`config.mk`:
```
export PLATFORM = sky130hd
export DESIGN_NAME = knn_queue
export DESIGN_NICKNAME = d
export VERILOG_FILES = /design/src/rtl/knn_queue.sv
export SDC_FILE = /design/constraint.sdc
export NUM_CORES = 1
export LEC_CHECK = 0
export BUFFER_PORTS_ARGS = -buffer_cell sky130_fd_sc_hd__buf_2
export CORE_MARGIN = 2
export CORE_UTILIZATION = 55
export DETAILED_ROUTE_END_ITERATION = 12
export PLACE_DENSITY = 0.86
export SLEW_MARGIN = 40
export SYNTH_ARGS = -nofsm -noshare
export SYNTH_HDL_FRONTEND = slang
export SYNTH_SLANG_ARGS = --single-unit
export TNS_END_PERCENT = 1
```
`constraint.sdc`:
```
create_clock -name aclk -period 1.8 [get_ports aclk]
set_clock_uncertainty 0.15 [all_clocks]
set_input_delay 0.09 -clock aclk [delete_from_list [all_inputs] [get_ports aclk]]
set_output_delay 0.09 -clock aclk [all_outputs]
set_load 0.05 [all_outputs]
```
`src/rtl/knn_queue.sv`:
```
// small fifo between front and back
module knn_queue #(
    parameter int WIDTH = 8,
    parameter int DEPTH = 4
) (
    input  logic             aclk,
    input  logic             aresetn,
    input  logic             push,
    input  logic [WIDTH-1:0] push_data,
    output logic             full,
    input  logic             pop,
    output logic             empty,
    output logic [WIDTH-1:0] pop_data
);
    localparam int PW = $clog2(DEPTH);

    logic [WIDTH-1:0] buf_reg [DEPTH];
    logic [PW-1:0]    wp_reg, rp_reg;
    logic [PW:0]      cnt_reg;

    assign full     = (cnt_reg == (PW+1)'(DEPTH));
    assign empty    = (cnt_reg == '0);
    assign pop_data = buf_reg[rp_reg];

    always_ff @(posedge aclk) begin
        if (!aresetn) begin
            wp_reg  <= '0;
            rp_reg  <= '0;
            cnt_reg <= '0;
        end else begin
            if (push) wp_reg <= wp_reg + 1'b1;
            if (pop)  rp_reg <= rp_reg + 1'b1;
            cnt_reg <= cnt_reg + (PW+1)'(push) - (PW+1)'(pop);
        end
        if (push) buf_reg[wp_reg] <= push_data;
    end
endmodule

```
==> results.toml <==
[run_status]
outcome = "completed"

[cts]
cts_tree = "built"
h-tree-depth = 2
clock_sinks = 41
clock_latency_ns = 0.34
clock_path_buffers = 2
cts_buffers = 5
cts_root_buf = "clkbuf_4"
clkTransAtPathRegs_ns = 0.11

[worst_setup_path]
start_kind = "register"
end_kind = "output pin"
crit_arrival_ns = 1.54
cp.required_ns = 1.56
cp_max_fo = 8
critical_path_class = "register to output pin"

[power_and_ir_drop]
power_density_nw_per_um2 = 1110
total_power_uw = 2220
leakagePower_uw = 0.000748
ir_drop_mv = 0.948

[grt]
use_met3_pct = 4.69
grt_use_met2_pct = 28.4
grt_use_met1_pct = 19.9
gr-total-overflow = 0
grt_max_degree = 13
grt_pass1_wl_um = 3910
antenna_found_initial = 0
gr-max-usage-layer = "met2"
grt_util_all_layers_pct = 16.9
grt_pass1_vias = 858

[sta]
period_minus_slack_ns = 1.78
finalSetupViolCount = 0
hold_viol = 0
fmax_mhz = 560
tightest_slew_ns = 0.444
rsz0062_at_grt = "true"
min_period_over_period_pct = 99.2
report.final.slew_viol_count = 0
hold-worst-slack_ns = 0.344
max_slew_margin_pct = 70.4

[synth]
syn_area_per_cell_um2 = 18.8
async_reset_ff_share_pct = 0
ys_ff_latch = 41
syn_area_um2 = 1600
synth-edff-count = 32
yosysSeqAreaShare_pct = 71.3
synth_largest_area_cell = "edfxtp_1"
synth_fp_nets = 104
synth_most_common_cell = "edfxtp_1"
yosys.area.top_type_share_pct = 60.0
yosys_warnings = 0
netlist_top_cells_area = "edfxtp_1 (60%), dfxtp_1 (11%), mux4_2 (11%), ha_1 (4.7%), and2_1 (2.3%)"
synth_cell_type_count = 18
synth-main-ff-cell = "edfxtp_1"
syn_inst = 85
synth_commonest_cells = "edfxtp_1 (32), dfxtp_1 (9), mux4_2 (8)"

[flow_run]
drv_cap = 0

[drt]
routedWlPerCell_um = 15.9
drc = 0
num_vias = 802
drtIter0Drc = 22
antenna_left = 0
drt_wl_total_um = 2440
viasPerCell = 5.21
dr.pass1.iters = 4

[floorplan]
start_util_pct = 58.0
io_pins = 22
die_h_um = 57.9
die-area_um2 = 3360
die_width_um = 57.9
coreArea_um2 = 2760
rows = 19

[placed_design]
dp_hpwl_um = 1710
numPortBuffers = 21
gp_congestion = 0.661
dpl_cell_area_um2 = 1740

[min_path]
hold_path_class = "input port to register"

[finish]
finalNetCount = 141
final_util_pct = 72.2
antenna_cells = 0
nFillCells = 175
drive_above_1_share_pct = 32.5
area_growth_pct = 24.4
largest_reg_flops = 32
final_cell_area_um2 = 1990
==> logic make-up after synthesis <==
family          Yosys count  share of synthesized area (%)
simple gates             14                           4.69
compound gates            2                          0.938
xor+xnor                  3                           2.58
buf+inv                   9                           2.66
flops                    41                           71.3
fa+ha+maj                 7                           5.94
mux                       9                           11.9
==> where the power goes <==
group	switching (µW)	internal [µW]	leakage, µW	total, µW
Clock	279	332	0.0000455	611
Combinational	273	206	0.000333	479
Sequential	37.7	1090	0.000369	1130
==> repair_timing <==
item | 4_1_cts | 5_1_grt
setup buffers | 0 | 0
hold buffers | 11 | 0
setup endpoints to repair | 8 | 10
gates resized for setup | 13 | 8
endpoints found under the hold margin | 41 | 0
==> layer usage <==
layer / part of all wire [%] / wire (µm)
met4: 1.8 / 44
met1: 41 / 1010
met5: 0 / 0
met3: 3.8 / 94
met2: 53 / 1300
==> per-stage QoR <==
| stage | cells | TNS (ns) | worst slack (ns) |
|---|---|---|---|
| after CTS | 155 | -0.0138 | -0.0138 |
| after global routing | 154 | -0.0770 | -0.0324 |
| final | 154 | 0 | 0.0150 |
| after global placement | 136 | 0 | 0.129 |
| after floorplan | 85 | 0 | 0.141 |
| after detailed placement | 136 | 0 | 0.0290 |
==> layout make-up <==
cell class                      instances  area [µm²]  share of cell area [%]
Multi-Input combinational cell         35         419                    21.1
Sequential cell                        41        1140                    57.4
Tap cell                               31        38.8                    1.95
Inverter                                7        26.3                    1.32
Timing Repair Buffer                   32         278                    14.0
Clock inverter                          1        30.0                    1.51
Clock buffer                            7        55.1                    2.77
==> cells in the final DEF (no fill, tap or decap), drive strengths merged, types with 2 or more instances in the layout <==
master and n:
xnor2 2, dlygate4sd3 11, inv 7, and2 6, ha 6, edfxtp 32
nor2 5, buf 21, dfxtp 9, clkbuf 7, mux4 8
==> worst paths after layout <==
kind                                      end    startpoint  slack (ns)  cells after the start
worst max-delay path              pop_data[2]      register        0.02                      3
worst min-delay path            buf_reg[2][5]  push_data[5]        0.34                      2
worst max register to register     cnt_reg[1]    cnt_reg[0]        0.09                      6
worst min register to register      rp_reg[1]     rp_reg[0]        0.41                      2
==> critical path: stages (launching register included) <==
cell and delay, ns:
dfxtp_2 0.36, buf_12 0.13, mux4_2 0.54, buf_8 0.17
Power figures use the tool's default switching activity.
