`config.mk`:
```
export PLATFORM = sky130hd
export DESIGN_NAME = knn_front
export DESIGN_NICKNAME = d
export VERILOG_FILES = /design/src/rtl/knn_pkg.sv /design/src/rtl/knn_front.sv
export SDC_FILE = /design/constraint.sdc
export NUM_CORES = 1
export LEC_CHECK = 0
export ABC_AREA = 1
export BUFFER_PORTS_ARGS = -buffer_cell sky130_fd_sc_hd__buf_4
export CAP_MARGIN = 20
export CORE_AREA = 2 2 72 74
export DETAILED_ROUTE_END_ITERATION = 10
export DIE_AREA = 0 0 74 76
export PLACE_DENSITY = 0.7
export SLEW_MARGIN = 15
export SYNTH_ARGS = -nofsm -noshare
export SYNTH_HDL_FRONTEND = slang
export SYNTH_SLANG_ARGS = --single-unit
```
`constraint.sdc`:
```
create_clock -name vclk -period 1
set_clock_uncertainty 0.1 [all_clocks]
set_input_delay 0.1 -clock vclk [all_inputs]
set_output_delay 0.1 -clock vclk [all_outputs]
set_load 0.005 [all_outputs]
```
`src/rtl/knn_pkg.sv`:
```
package knn_pkg;

    localparam int DIST_BITS  = 32;
    localparam int WEIGHT_BITS = 32;
    localparam int COUNT_BITS = 8;

    typedef enum logic [1:0] {
        WMODE_EQUAL  = 2'd0,
        WMODE_INV    = 2'd1,
        WMODE_INV_SQ = 2'd2
    } wmode_t;

    localparam logic [0:0] REG_WEIGHT_MODE = 1'b0;
    localparam logic [0:0] REG_USE_COUNT   = 1'b1;

    typedef enum logic [0:0] {
        ITEM_LOAD     = 1'b0,
        ITEM_NEIGHBOR = 1'b1
    } item_kind_t;

    // item handed from front to back
    typedef struct packed {
        logic                  axis;
        logic                  good;
        logic                  last;
        logic                  zero_dist;
        logic                  squared;
        logic [DIST_BITS-1:0]  distance;
    } nb_item_t;

    typedef enum logic [2:0] {
        BK_IDLE,
        BK_READ,
        BK_RECIP,
        BK_MUL,
        BK_ACC,
        BK_DIV,
        BK_OUT
    } back_state_t;

    typedef enum logic [1:0] {
        DIV_IDLE,
        DIV_RUN,
        DIV_DONE
    } div_state_t;

endpackage

```
`src/rtl/knn_front.sv`:
```
// accepts items, writes the table on loads and forwards neighbours to the queue
module knn_front #(
    parameter int TABLE_DEPTH   = 4096,
    parameter int POSITION_BITS = 32
) (
    input  logic                             aclk,
    input  logic                             aresetn,
    input  logic                             s_valid,
    output logic                             s_ready,
    input  logic                             mode,
    input  logic                             axis,
    input  logic [11:0]                      entry_index,
    input  logic signed [31:0]               position_value,
    input  logic                             position_missing,
    input  logic [31:0]                      neighbour_distance,
    input  logic                             last_neighbour,
    input  logic [1:0]                       weight_mode,
    output logic                             ram_wr_en,
    output logic [$clog2(2*TABLE_DEPTH)-1:0] ram_wr_addr,
    output logic [POSITION_BITS:0]           ram_wr_data,
    output logic                             q_push,
    output knn_pkg::nb_item_t                q_item,
    output logic [$clog2(2*TABLE_DEPTH)-1:0] q_addr,
    input  logic                             q_full,
    input  logic                             q_empty
);
    localparam int AW = $clog2(2*TABLE_DEPTH);
    localparam int EW = $clog2(TABLE_DEPTH);
    localparam int IW = ((EW > 12) ? EW : 12) + 1;
    localparam logic signed [47:0] PMAX = (48'sd1 <<< (POSITION_BITS-1)) - 48'sd1;
    localparam logic signed [47:0] PMIN = -PMAX - 48'sd1;

    logic              in_range;
    logic signed [47:0] v_ext, v_sat;
    logic [AW-1:0]     slot;

    // a load waits until no queued neighbour can still read the old entry
    assign s_ready  = !q_full && ((mode == knn_pkg::ITEM_NEIGHBOR) || q_empty);
    assign in_range = IW'(entry_index) < IW'(TABLE_DEPTH);
    assign slot     = AW'({axis, EW'(entry_index)});
    assign v_ext    = 48'(position_value);

    always_comb begin
        if (v_ext > PMAX) v_sat = PMAX;
        else if (v_ext < PMIN) v_sat = PMIN;
        else v_sat = v_ext;
    end

    assign ram_wr_en   = s_valid && s_ready && (mode == knn_pkg::ITEM_LOAD) && in_range;
    assign ram_wr_addr = slot;
    assign ram_wr_data = {position_missing, v_sat[POSITION_BITS-1:0]};

    assign q_push           = s_valid && s_ready && (mode == knn_pkg::ITEM_NEIGHBOR);
    assign q_addr           = slot;
    assign q_item.axis      = axis;
    assign q_item.good      = in_range;
    assign q_item.last      = last_neighbour;
    assign q_item.zero_dist = (neighbour_distance == '0);
    assign q_item.squared   = (weight_mode == knn_pkg::WMODE_INV_SQ);
    assign q_item.distance  = neighbour_distance;
endmodule

```
==> results of run 1 <==
-- what timing repair did --
item | 4_1_cts | 5_1_grt
resized for setup | 4 | 31
hold endpoints to repair | 0 | 0
pin swaps | 6 | 19
hold buffers | 0 | 0
setup endpoints to repair | 1 | 1
-- cells in the mapped netlist --
cell type	number	share of area, %
nor2_2	1	0.84
conb_1	1	0.50
buf_4	62	63
clkbuf_1	32	16
nor2_1	24	12
nand2_1	11	5.6
nand3_1	1	0.67
inv_1	3	1.5
-- final cells by class --
type                       count  area share [%]
timing repair buffer          78            66.8
multi-input combinational     38            22.9
inverter                       3            1.18
tap                           70            9.16
-- layout by cell type, fill, tap and decap left out, drive strengths merged --
master / n
nor2: 25
inv: 3
buf: 78
nand3: 1
conb: 1
nand2: 11
-- metal layers --
| layer | GRT usage [%] | vias to the layer above |
|---|---|---|
| li1 | - | 276 |
| met1 | 3.92 | 253 |
| met2 | 15.0 | 97 |
| met3 | 5.95 | 15 |
| met4 | 3.27 | 0 |
| met5 | 0 | - |
-- stage by stage --
stage | setup TNS (ps) | cell area, um^2 | cells
detailed placement | -31.3 | 831 | 189
global placement | -38.4 | 831 | 189
floorplan | 0 | 743 | 135
global route | -39.3 | 956 | 189
CTS | 0 | 843 | 189
finish | 0 | 956 | 189
-- critical path: stages --
cell	delay [ps]
buf_6	100
nor2_4	100
nand2_2	70
nor2_4	100
nand2_1	60
nor2_1	110
buf_4	120
-- kinds of logic (layout without fill, tap and decap cells) --
| kind of cell | after synthesis | count (layout) | synth area share (%) |
|---|---|---|---|
| buffers and inverters | 97 | 81 | 80.3 |
| other | 1 | 1 | 0.505 |
| AND/OR/NAND/NOR | 37 | 37 | 19.2 |
-- final timing paths --
check	startpoint	end	slack, ps	depth (start not counted)
min	entry_index[10]	q_addr[10]	100	0
max	neighbour_distance[28]	q_item[33]	40	7
-- power groups by stage --
stage	Sequential [mW]	Combinational, mW	Clock [mW]
after global placement	0	0.298	0
after floorplan	0	0.284	0
final	0	0.350	0
after detailed placement	0	0.300	0
after CTS	0	0.306	0
after global routing	0	0.382	0
==> summary.md, run 1 <==
| Metric | Value |
|---|---|
| Multi-input gate area | 219 um^2 |
| Pwr Total | roughly 0.35 mW |
| Data arrival time of the worst path | between 700 and 800 ps |
| Max Fclk | 1040 MHz |
| Psw | 0.120 mW |
| Antenna viol nets, final | 0 |
| Final Hold Slack | 100 ps |
| Clock Buffer Count | 0 |
| Startpoint types | input port |
| Ys Warns | 0 |
| Buffers on Ports | 75 |
| Slew Viols, Final | 0 |
| Area Growth Syn to Fin | 28.6% |
| Final critical-path setup slack | 36.3 ps |
| Peak supply drop | 88.7 uV |
| Remaining DRCs | 0 |
| Met3 WL | 731 um |
| CP max FO | 2 |
| GRT Resource Usage Total | 7.42% |
| Combinational power share | 100.0% |
| Io pins | 186 |
| RSZ-0062 raised after global routing | yes |
| Worst setup path category | in2out |
| Count of cell types in the netlist | 8 |
| Drt pass-1 iters | 4 |
| RD Place Congestion | ~0.65 |
| Starting Density | 15.1% |
| Leakage dissipation | around 0.47 nW |
| Initial antenna violation count | 0 |
| Seq_cells | 0 |
| Power per Cell Area | 366 mW/mm^2 |
| Final hold viol count | 0 |
| Vias | between 600 and 700 |
| Sw frac | 34.2% |
| Vias in the first global route | 579 |
| # diodes | 0 |
| Crit. End Element | primary output |
| Tmin final | 964 ps |
| Met2 wire len | around 1200 um |
| Share of cells above drive strength 1 | 77.3% |
| Layout Nets | 208 |
| Drt wl/cell | 13.7 um |
| Die height | 76 um |
| Post-synthesis average cell area | between 5 and 6 um^2 |
| Wl on met1 | 517 um |
| Post-synthesis sequential area ratio | 0% |
| Required @ worst endpoint | 800 ps |
| Internal power | 0.230 mW |
| Seq pwr share | 0% |
| Largest net degree at the start of global routing | 4 |
| Final setup viols | 0 |
| DR top layer | met4 |
| Final design utilization | 19.5% |
| Synth Instances | 135 |
| Net Count, Synth | between 200 and 250 |
| Initial drt markers | 9 |
| Die width | 74 um |
| Sequential Area | 0 um^2 |
| Placeable Area | roughly 0.0049 mm^2 |
| First-pass GRT wire length | 3220 um |
| Class of the worst hold path | in2out |
| Max Cap Violations | 0 |
| Place WS | -31.3 ps |
| Outcome | complete, no violations |
| Post-CTS setup buffers | 0 |
| Clock power share | 0% |
| # fillers | about 550 |
| Post-Syn Area | 743 um^2 |
| GR Overflow Total | 0 |
| Site Rows | 26 |
| Post-Route WL | 2600 um |
| Vias/cell | 3.39 |
| Fin crit share | 96.4% |
| DPL Wire Length | 2320 um |
| Full die area | 0.00562 mm^2 |
(Power assumes the default switching activity.)
==> inputs of run 2 (changes only) <==
--- a/config.mk
+++ b/config.mk
@@ -8,10 +8,11 @@
 export ABC_AREA = 1
 export BUFFER_PORTS_ARGS = -buffer_cell sky130_fd_sc_hd__buf_4
 export CAP_MARGIN = 20
-export CORE_AREA = 2 2 72 74
+export CORE_AREA = 2 2 71 73
 export DETAILED_ROUTE_END_ITERATION = 10
-export DIE_AREA = 0 0 74 76
-export PLACE_DENSITY = 0.7
+export DIE_AREA = 0 0 73 75
+export PLACE_DENSITY = 0.71
+export SKIP_LAST_GASP = 1
 export SLEW_MARGIN = 15
 export SYNTH_ARGS = -nofsm -noshare
 export SYNTH_HDL_FRONTEND = slang
==> constraint.sdc (replaced) <==
create_clock -name vclk -period 1.1
set_clock_uncertainty 0.1 [all_clocks]
set_input_delay 0.11 -clock vclk [all_inputs]
set_output_delay 0.11 -clock vclk [all_outputs]
set_load 0.005 [all_outputs]
==> run 2 against run 1 <==
Hold slack improved by 20 ps. Clock-buffer cell count did not move. Critical path depth did not move. Highest routed layer unchanged. Setup slack improved by 61 ps. Cell area fell by 17%. Via count fell by 3.7%. Non-clock buffer count fell by 3.
==> summary.md, run 2 (synthesized netlist as in run 1, its figures left out) <==
| Metric | Value |
|---|---|
| M1 GR Usage | 3.44% (was 3.92%) |
| Area Growth Syn to Fin | 6.40% (was 28.6%) |
| Drt wl/cell | 12.4 um (was 13.7 um) |
| DPL Wire Length | 1960 um (was 2320 um) |
| Critical path startpoint | neighbour_distance[31] (was neighbour_distance[28]) |
| # fillers | 527 (was 545) |
| Startpoint types | input port (unchanged) |
| Largest net degree at the start of global routing | 4 (unchanged) |
| Post-Route WL | 2100 um (was 2600 um) |
| Drt pass-1 iters | 2 (was 4) |
| Final hold viol count | 0 (unchanged) |
| # diodes | 0 (unchanged) |
| Psw | 0.0866 mW (was 0.120 mW) |
| Antenna viol nets, final | 0 (unchanged) |
| Setup TNS | 0 ps (unchanged) |
| Hold bufs inserted after CTS | 0 (unchanged) |
| Slew Viols, Final | 0 (unchanged) |
| Share of cells above drive strength 1 | 66.4% (was 77.3%) |
| Most common cell after layout, fill and taps aside | buf_4 (unchanged) |
| RD Place Congestion | 0.506 (was 0.653) |
| Vias in the first global route | 520 (was 579) |
| CP max stage delay | 120 ps (about the same) |
| Internal power | 0.175 mW (was 0.230 mW) |
| Combinational power share | 100.0% (about the same) |
| Starting Density | 15.9% (was 15.1%) |
| Die width | 73 um (was 74 um) |
| Class of the worst hold path | in2out (unchanged) |
| Critical Path, Cell by Cell | buf_4, nor2_1, nand2_1, nor2_2, nand2_1, nor2_1, buf_4 (was buf_6, nor2_4, nand2_2, nor2_4, nand2_1, nor2_1, buf_4) |
| Sequential Area | 0 um^2 (unchanged) |
| Data arrival time of the worst path | 790 ps (was 760 ps) |
| Hold Path End | ram_wr_data[21] (was q_addr[10]) |
| Post-CTS setup buffers | 0 (unchanged) |
| CP max stage cell | nor2_2 (was buf_4) |
| Layout Nets | 205 (was 208) |
| CP max FO | 2 (unchanged) |
| Buffers on Ports | 75 (unchanged) |
| Die height | 75 um (was 76 um) |
| Hold-critical path depth | 0 (unchanged) |
| Leakage dissipation | 0.436 nW (was 0.474 nW) |
| Seq pwr share | 0% (about the same) |
| RSZ-0062 raised after global routing | no (was yes) |
| Vias | 617 (was 641) |
| Io pins | 186 (unchanged) |
| Required @ worst endpoint | 890 ps (was 800 ps) |
| GRT met3 Usage | 4.15% (was 5.95%) |
| Clock power share | 0% (about the same) |
| Peak supply drop | 62.6 uV (was 88.7 uV) |
| Seq_cells | 0 (unchanged) |
| Initial drt markers | 3 (was 9) |
| Sw frac | 33.1% (was 34.2%) |
| Outcome | complete, no violations (unchanged) |
| First-pass GRT wire length | 2460 um (was 3220 um) |
| Fin crit share | slightly above 90% |
| GRT met2 Usage | 11.3% (was 15.0%) |
| Vias/cell | 3.63 (was 3.39) |
| Max Fclk | 997 MHz |
| Placeable Area | 0.00466 mm^2 (was 0.00491 mm^2) |
| Commonest non-fill, non-tap cells in the layout | buf_4 (75), nor2_1 (23), nand2_1 (11) (was buf_4 (65), nor2_1 (13), buf_6 (12)) |
| Full die area | 0.00548 mm^2 (was 0.00562 mm^2) |
| Site Rows | 25 (was 26) |
| Crit. End Element | primary output (unchanged) |
| Initial antenna violation count | 0 (unchanged) |
| GR Overflow Total | 0 (unchanged) |
| Final setup viols | 0 (unchanged) |
| GR peak layer | met2 (unchanged) |
| Multi-input gate area | 149 um^2 (was 219 um^2) |
| Remaining DRCs | 0 (unchanged) |
| Final design utilization | 17.0% (was 19.5%) |
| Max Cap Violations | 0 (unchanged) |
| GRT Resource Usage Total | 5.74% (was 7.42%) |
| Clock Buffer Count | 0 (unchanged) |
| Power per Cell Area | 331 mW/mm^2 (was 366 mW/mm^2) |
| HP Start | position_value[21] (was entry_index[10]) |
| Tmin final | around 1000 ps |
| Worst setup path category | in2out (unchanged) |
-- run 2: cell types whose count changed in the layout (fill, tap and decap cells not counted), sizes merged --
cell,previous run,this run
buf,78,75
-- run 2: worst max path at each step --
| stage | end | depth (start not counted) |
|---|---|---|
| floorplan | q_item[33] | 5 |
| global placement | q_item[33] | 7 |
| detailed placement | q_item[33] | 7 |
| CTS | q_item[33] | 7 |
| global route | q_item[33] | 7 |
| finish | q_item[33] | 7 |
-- run 2: per-layer routing --
| layer | routed length, um | vias to the layer above |
|---|---|---|
| li1 | - | 272 |
| met1 | 462 | 235 |
| met2 | 992 | 86 |
| met3 | 516 | 24 |
| met4 | 133 | 0 |
| met5 | 0 | - |
-- run 2: stage by stage --
step                      cells  area [um^2]  power [mW]  worst slack [ps]  hold WS (ps)
final                       170          791       0.262              97.2           120
after CTS                   170          788       0.266              49.5           120
after global placement      170          788       0.264              49.7           120
after floorplan             135          743       0.258               396           150
after detailed placement    170          788       0.265              49.5           120
after global routing        170          791       0.286              2.12           120
-- run 2: layout make-up --
cell class	count	area share [%]
inverters	3	1.42
multi-input cells	38	18.8
well taps	54	8.54
repair buffers	75	71.2
-- run 2: critical path, delay by kind of cell --
family                 cells  cell delay [ps]
buffers and inverters      2              220
and+or+nand+nor            5              450
-- run 2: power by group through the flow --
stage	sequential [mW]	combinational, mW	clock [mW]
5_1_grt	0	0.286	0
4_1_cts	0	0.266	0
2_1_floorplan	0	0.258	0
3_5_place_dp	0	0.265	0
3_3_place_gp	0	0.264	0
6_report	0	0.262	0
-- run 2: timing repair --
action	CTS	global route
endpoints found under the hold margin	0	0
setup endpoints to repair	0	1
resized for setup	0	1
==> inputs of run 3 (changes only) <==
--- a/config.mk
+++ b/config.mk
@@ -5,13 +5,13 @@
 export SDC_FILE = /design/constraint.sdc
 export NUM_CORES = 1
 export LEC_CHECK = 0
-export ABC_AREA = 1
 export BUFFER_PORTS_ARGS = -buffer_cell sky130_fd_sc_hd__buf_4
 export CAP_MARGIN = 20
-export CORE_AREA = 2 2 71 73
+export CORE_AREA = 2 2 73 75
 export DETAILED_ROUTE_END_ITERATION = 10
-export DIE_AREA = 0 0 73 75
-export PLACE_DENSITY = 0.71
+export DIE_AREA = 0 0 75 77
+export PLACE_DENSITY = 0.67
+export SETUP_SLACK_MARGIN = 0.15
 export SKIP_LAST_GASP = 1
 export SLEW_MARGIN = 15
 export SYNTH_ARGS = -nofsm -noshare
==> run 3 against run 2 <==
The flow now finishes with violations (negative setup slack). First-iteration DRC count is 67% lower. Critical path depth is 2 lower. Final cell count is 1.8% lower. Global-route usage is 1.1 points higher. Cell area is 8.9% higher. Largest power group unchanged.
==> summary.md, run 3 <==
| Metric | Value |
|---|---|
| Outcome | finished with violations (was complete, no violations) |
| Failing checks | negative setup slack |
| # diodes | 0 (unchanged) |
| Most frequent cells after synthesis | buf_4 (62), clkbuf_1 (32), nor4_1 (7) (was buf_4 (62), clkbuf_1 (32), nor2_1 (24)) |
| Final critical-path setup slack | -2.30 ps (was 97.2 ps) |
| Antenna viol nets, final | 0 (unchanged) |
| RD Place Congestion | 0.552 (was 0.506) |
| Peak supply drop | 83.4 uV (was 62.6 uV) |
| Synth Area in Adders | 0% (unchanged) |
| Clock Buffer Count | 0 (unchanged) |
| Most common cell after layout, fill and taps aside | buf_4 (unchanged) |
| Synth Instances | 111 (was 135) |
| CP max FO | 2 (unchanged) |
| Critical path startpoint | neighbour_distance[25] (was neighbour_distance[31]) |
| Top cell type by total area after synthesis | buf_4 (unchanged) |
| Leakage dissipation | 0.422 nW (was 0.436 nW) |
| Tmin final | 1100 ps (was 1000 ps) |
| Placeable Area | 0.00498 mm^2 (was 0.00466 mm^2) |
| Die width | 75 um (was 73 um) |
| Post-synthesis mux area share | 0% (unchanged) |
| Vias in the first global route | 523 (was 520) |
| Main combinational cell family by area after synthesis | buffers and inverters (unchanged) |
| Slew Viols, Final | 0 (unchanged) |
| Vias/cell | 3.35 (was 3.63) |
| Share of cells above drive strength 1 | 87.6% (was 66.4%) |
| Power per Cell Area | 328 mW/mm^2 (was 331 mW/mm^2) |
| Site Rows | 26 (was 25) |
| Post-synthesis sequential area ratio | 0% (unchanged) |
| Crit. End Element | primary output (unchanged) |
| Remaining DRCs | 0 (unchanged) |
| Post-Syn Area | 693 um^2 (was 743 um^2) |
| Hold bufs inserted after CTS | 0 (unchanged) |
| Fraction of the mapped netlist area in compound gates | 0% (unchanged) |
| Max Fclk | 907 MHz (was 997 MHz) |
| Max Cap Violations | 0 (unchanged) |
| Full die area | 0.00578 mm^2 (was 0.00548 mm^2) |
| Data arrival time of the worst path | 890 ps (was 790 ps) |
| Fin crit share | 100% (was 91.2%) |
| Die height | 77 um (was 75 um) |
| Startpoint types | input port (unchanged) |
| Yosys top cell area share | 67.1% (was 62.6%) |
| Sequential Area | 0 um^2 (unchanged) |
| Most common cell in the netlist | buf_4 (unchanged) |
| Largest cells by area after synthesis | buf_4 (67%), clkbuf_1 (17%), nor4_1 (6.3%), nand4_1 (1.8%), nor4_2 (1.8%) (was buf_4 (63%), clkbuf_1 (16%), nor2_1 (12%), nand2_1 (5.6%), inv_1 (1.5%)) |
| Drt wl/cell | 15.1 um (was 12.4 um) |
| Initial antenna violation count | 0 (unchanged) |
| Seq_cells | 0 (unchanged) |
| Initial drt markers | 1 (was 3) |
| GRT Resource Usage Total | 6.83% (was 5.74%) |
| Count of cell types in the netlist | 10 (was 8) |
| Net Count, Synth | 198 (was 222) |
| Post-Route WL | 2530 um (was 2100 um) |
| Ys Warns | 0 (unchanged) |
| Simple-Gate Fraction of Synth Area | 15.0% (was 19.2%) |
| HP Start | position_value[10] (was position_value[21]) |
| Io pins | 186 (unchanged) |
| Final setup viols | 1 (was 0) |
| Post-route cell area | 861 um^2 (was 791 um^2) |
| Class of the worst hold path | in2out (unchanged) |
| Post-synthesis average cell area | 6.24 um^2 (was 5.51 um^2) |
| Largest net degree at the start of global routing | 4 (unchanged) |
| Drt pass-1 iters | 2 (unchanged) |
| RSZ-0062 raised after global routing | yes (was no) |
| DP Area | 796 um^2 (was 788 um^2) |
| Setup TNS | -2.30 ps (was 0 ps) |
| Post-CTS setup buffers | 0 (unchanged) |
| Required @ worst endpoint | 890 ps (about the same) |
| Starting Density | 13.9% (was 15.9%) |
| Final hold viol count | 0 (unchanged) |
| Vias | 559 (was 617) |
| Area Growth Syn to Fin | 24.2% (was 6.40%) |
| GR Overflow Total | 0 (unchanged) |
| Worst setup path category | in2out (unchanged) |
| Buffers on Ports | 75 (unchanged) |
| Layout Nets | 186 (was 205) |
| First-pass GRT wire length | 2940 um (was 2460 um) |
| Commonest non-fill, non-tap cells in the layout | buf_4 (75), buf_6 (4), nor2_1 (3), nor4_2 (3), nor4_1 (3) (was buf_4 (75), nor2_1 (23), nand2_1 (11)) |
| Xor/xnor share of the synthesized area | 0% (unchanged) |
[run 3: area by class of cell]
type               count  area (um^2)
multi-input cells     17          150
repair buffers        80          623
fillers              566         4120
well taps             70         87.6
[run 3: power breakdown]
group / switching (mW) / total, mW / internal (mW)
logic: 0.0905 / 0.282 / 0.192
clock network: 0 / 0 / 0
registers: 0 / 0 / 0
[run 3: routing by layer]
layer	up-vias	track usage [%]	wire, um
li1	235	-	-
met1	213	2.50	430
met2	86	14.3	1250
met3	25	6.70	744
met4	0	2.86	108
met5	-	0	0
[run 3: final timing paths]
check,end,slack (ps),cells past startpoint
worst max-delay path,q_item[33],-2,5
worst min-delay path,ram_wr_data[10],120,0
[run 3: cell families (layout without fill, tap and decap cells)]
family        after synthesis  count (layout)
other cells                 1               1
buf+inv                    94              80
simple gates               16              16
[run 3: worst max-delay path, stage by stage]
cell and delay [ps]:
buf_4 110, nor4_1 300, nand4_1 140, nor2_1 120, buf_4 110
[run 3: repair_timing]
action | CTS | global route
gates cloned | 0 | 0
gates resized for setup | 9 | 3
pin swaps | 4 | 3
endpoints found under the setup margin | 1 | 1
[run 3: metrics by stage]
step | worst slack (ps) | hold slack, ps | std cells | power, mW | util, %
6_report | -2.30 | 120 | 167 | 0.282 | 17.3
5_1_grt | -68.2 | 120 | 167 | 0.305 | 17.3
3_3_place_gp | -143 | 120 | 167 | 0.261 | 16.0
3_5_place_dp | -118 | 120 | 167 | 0.263 | 16.0
2_1_floorplan | 295 | 150 | 111 | 0.245 | -
4_1_cts | -40.9 | 120 | 167 | 0.282 | 17.0
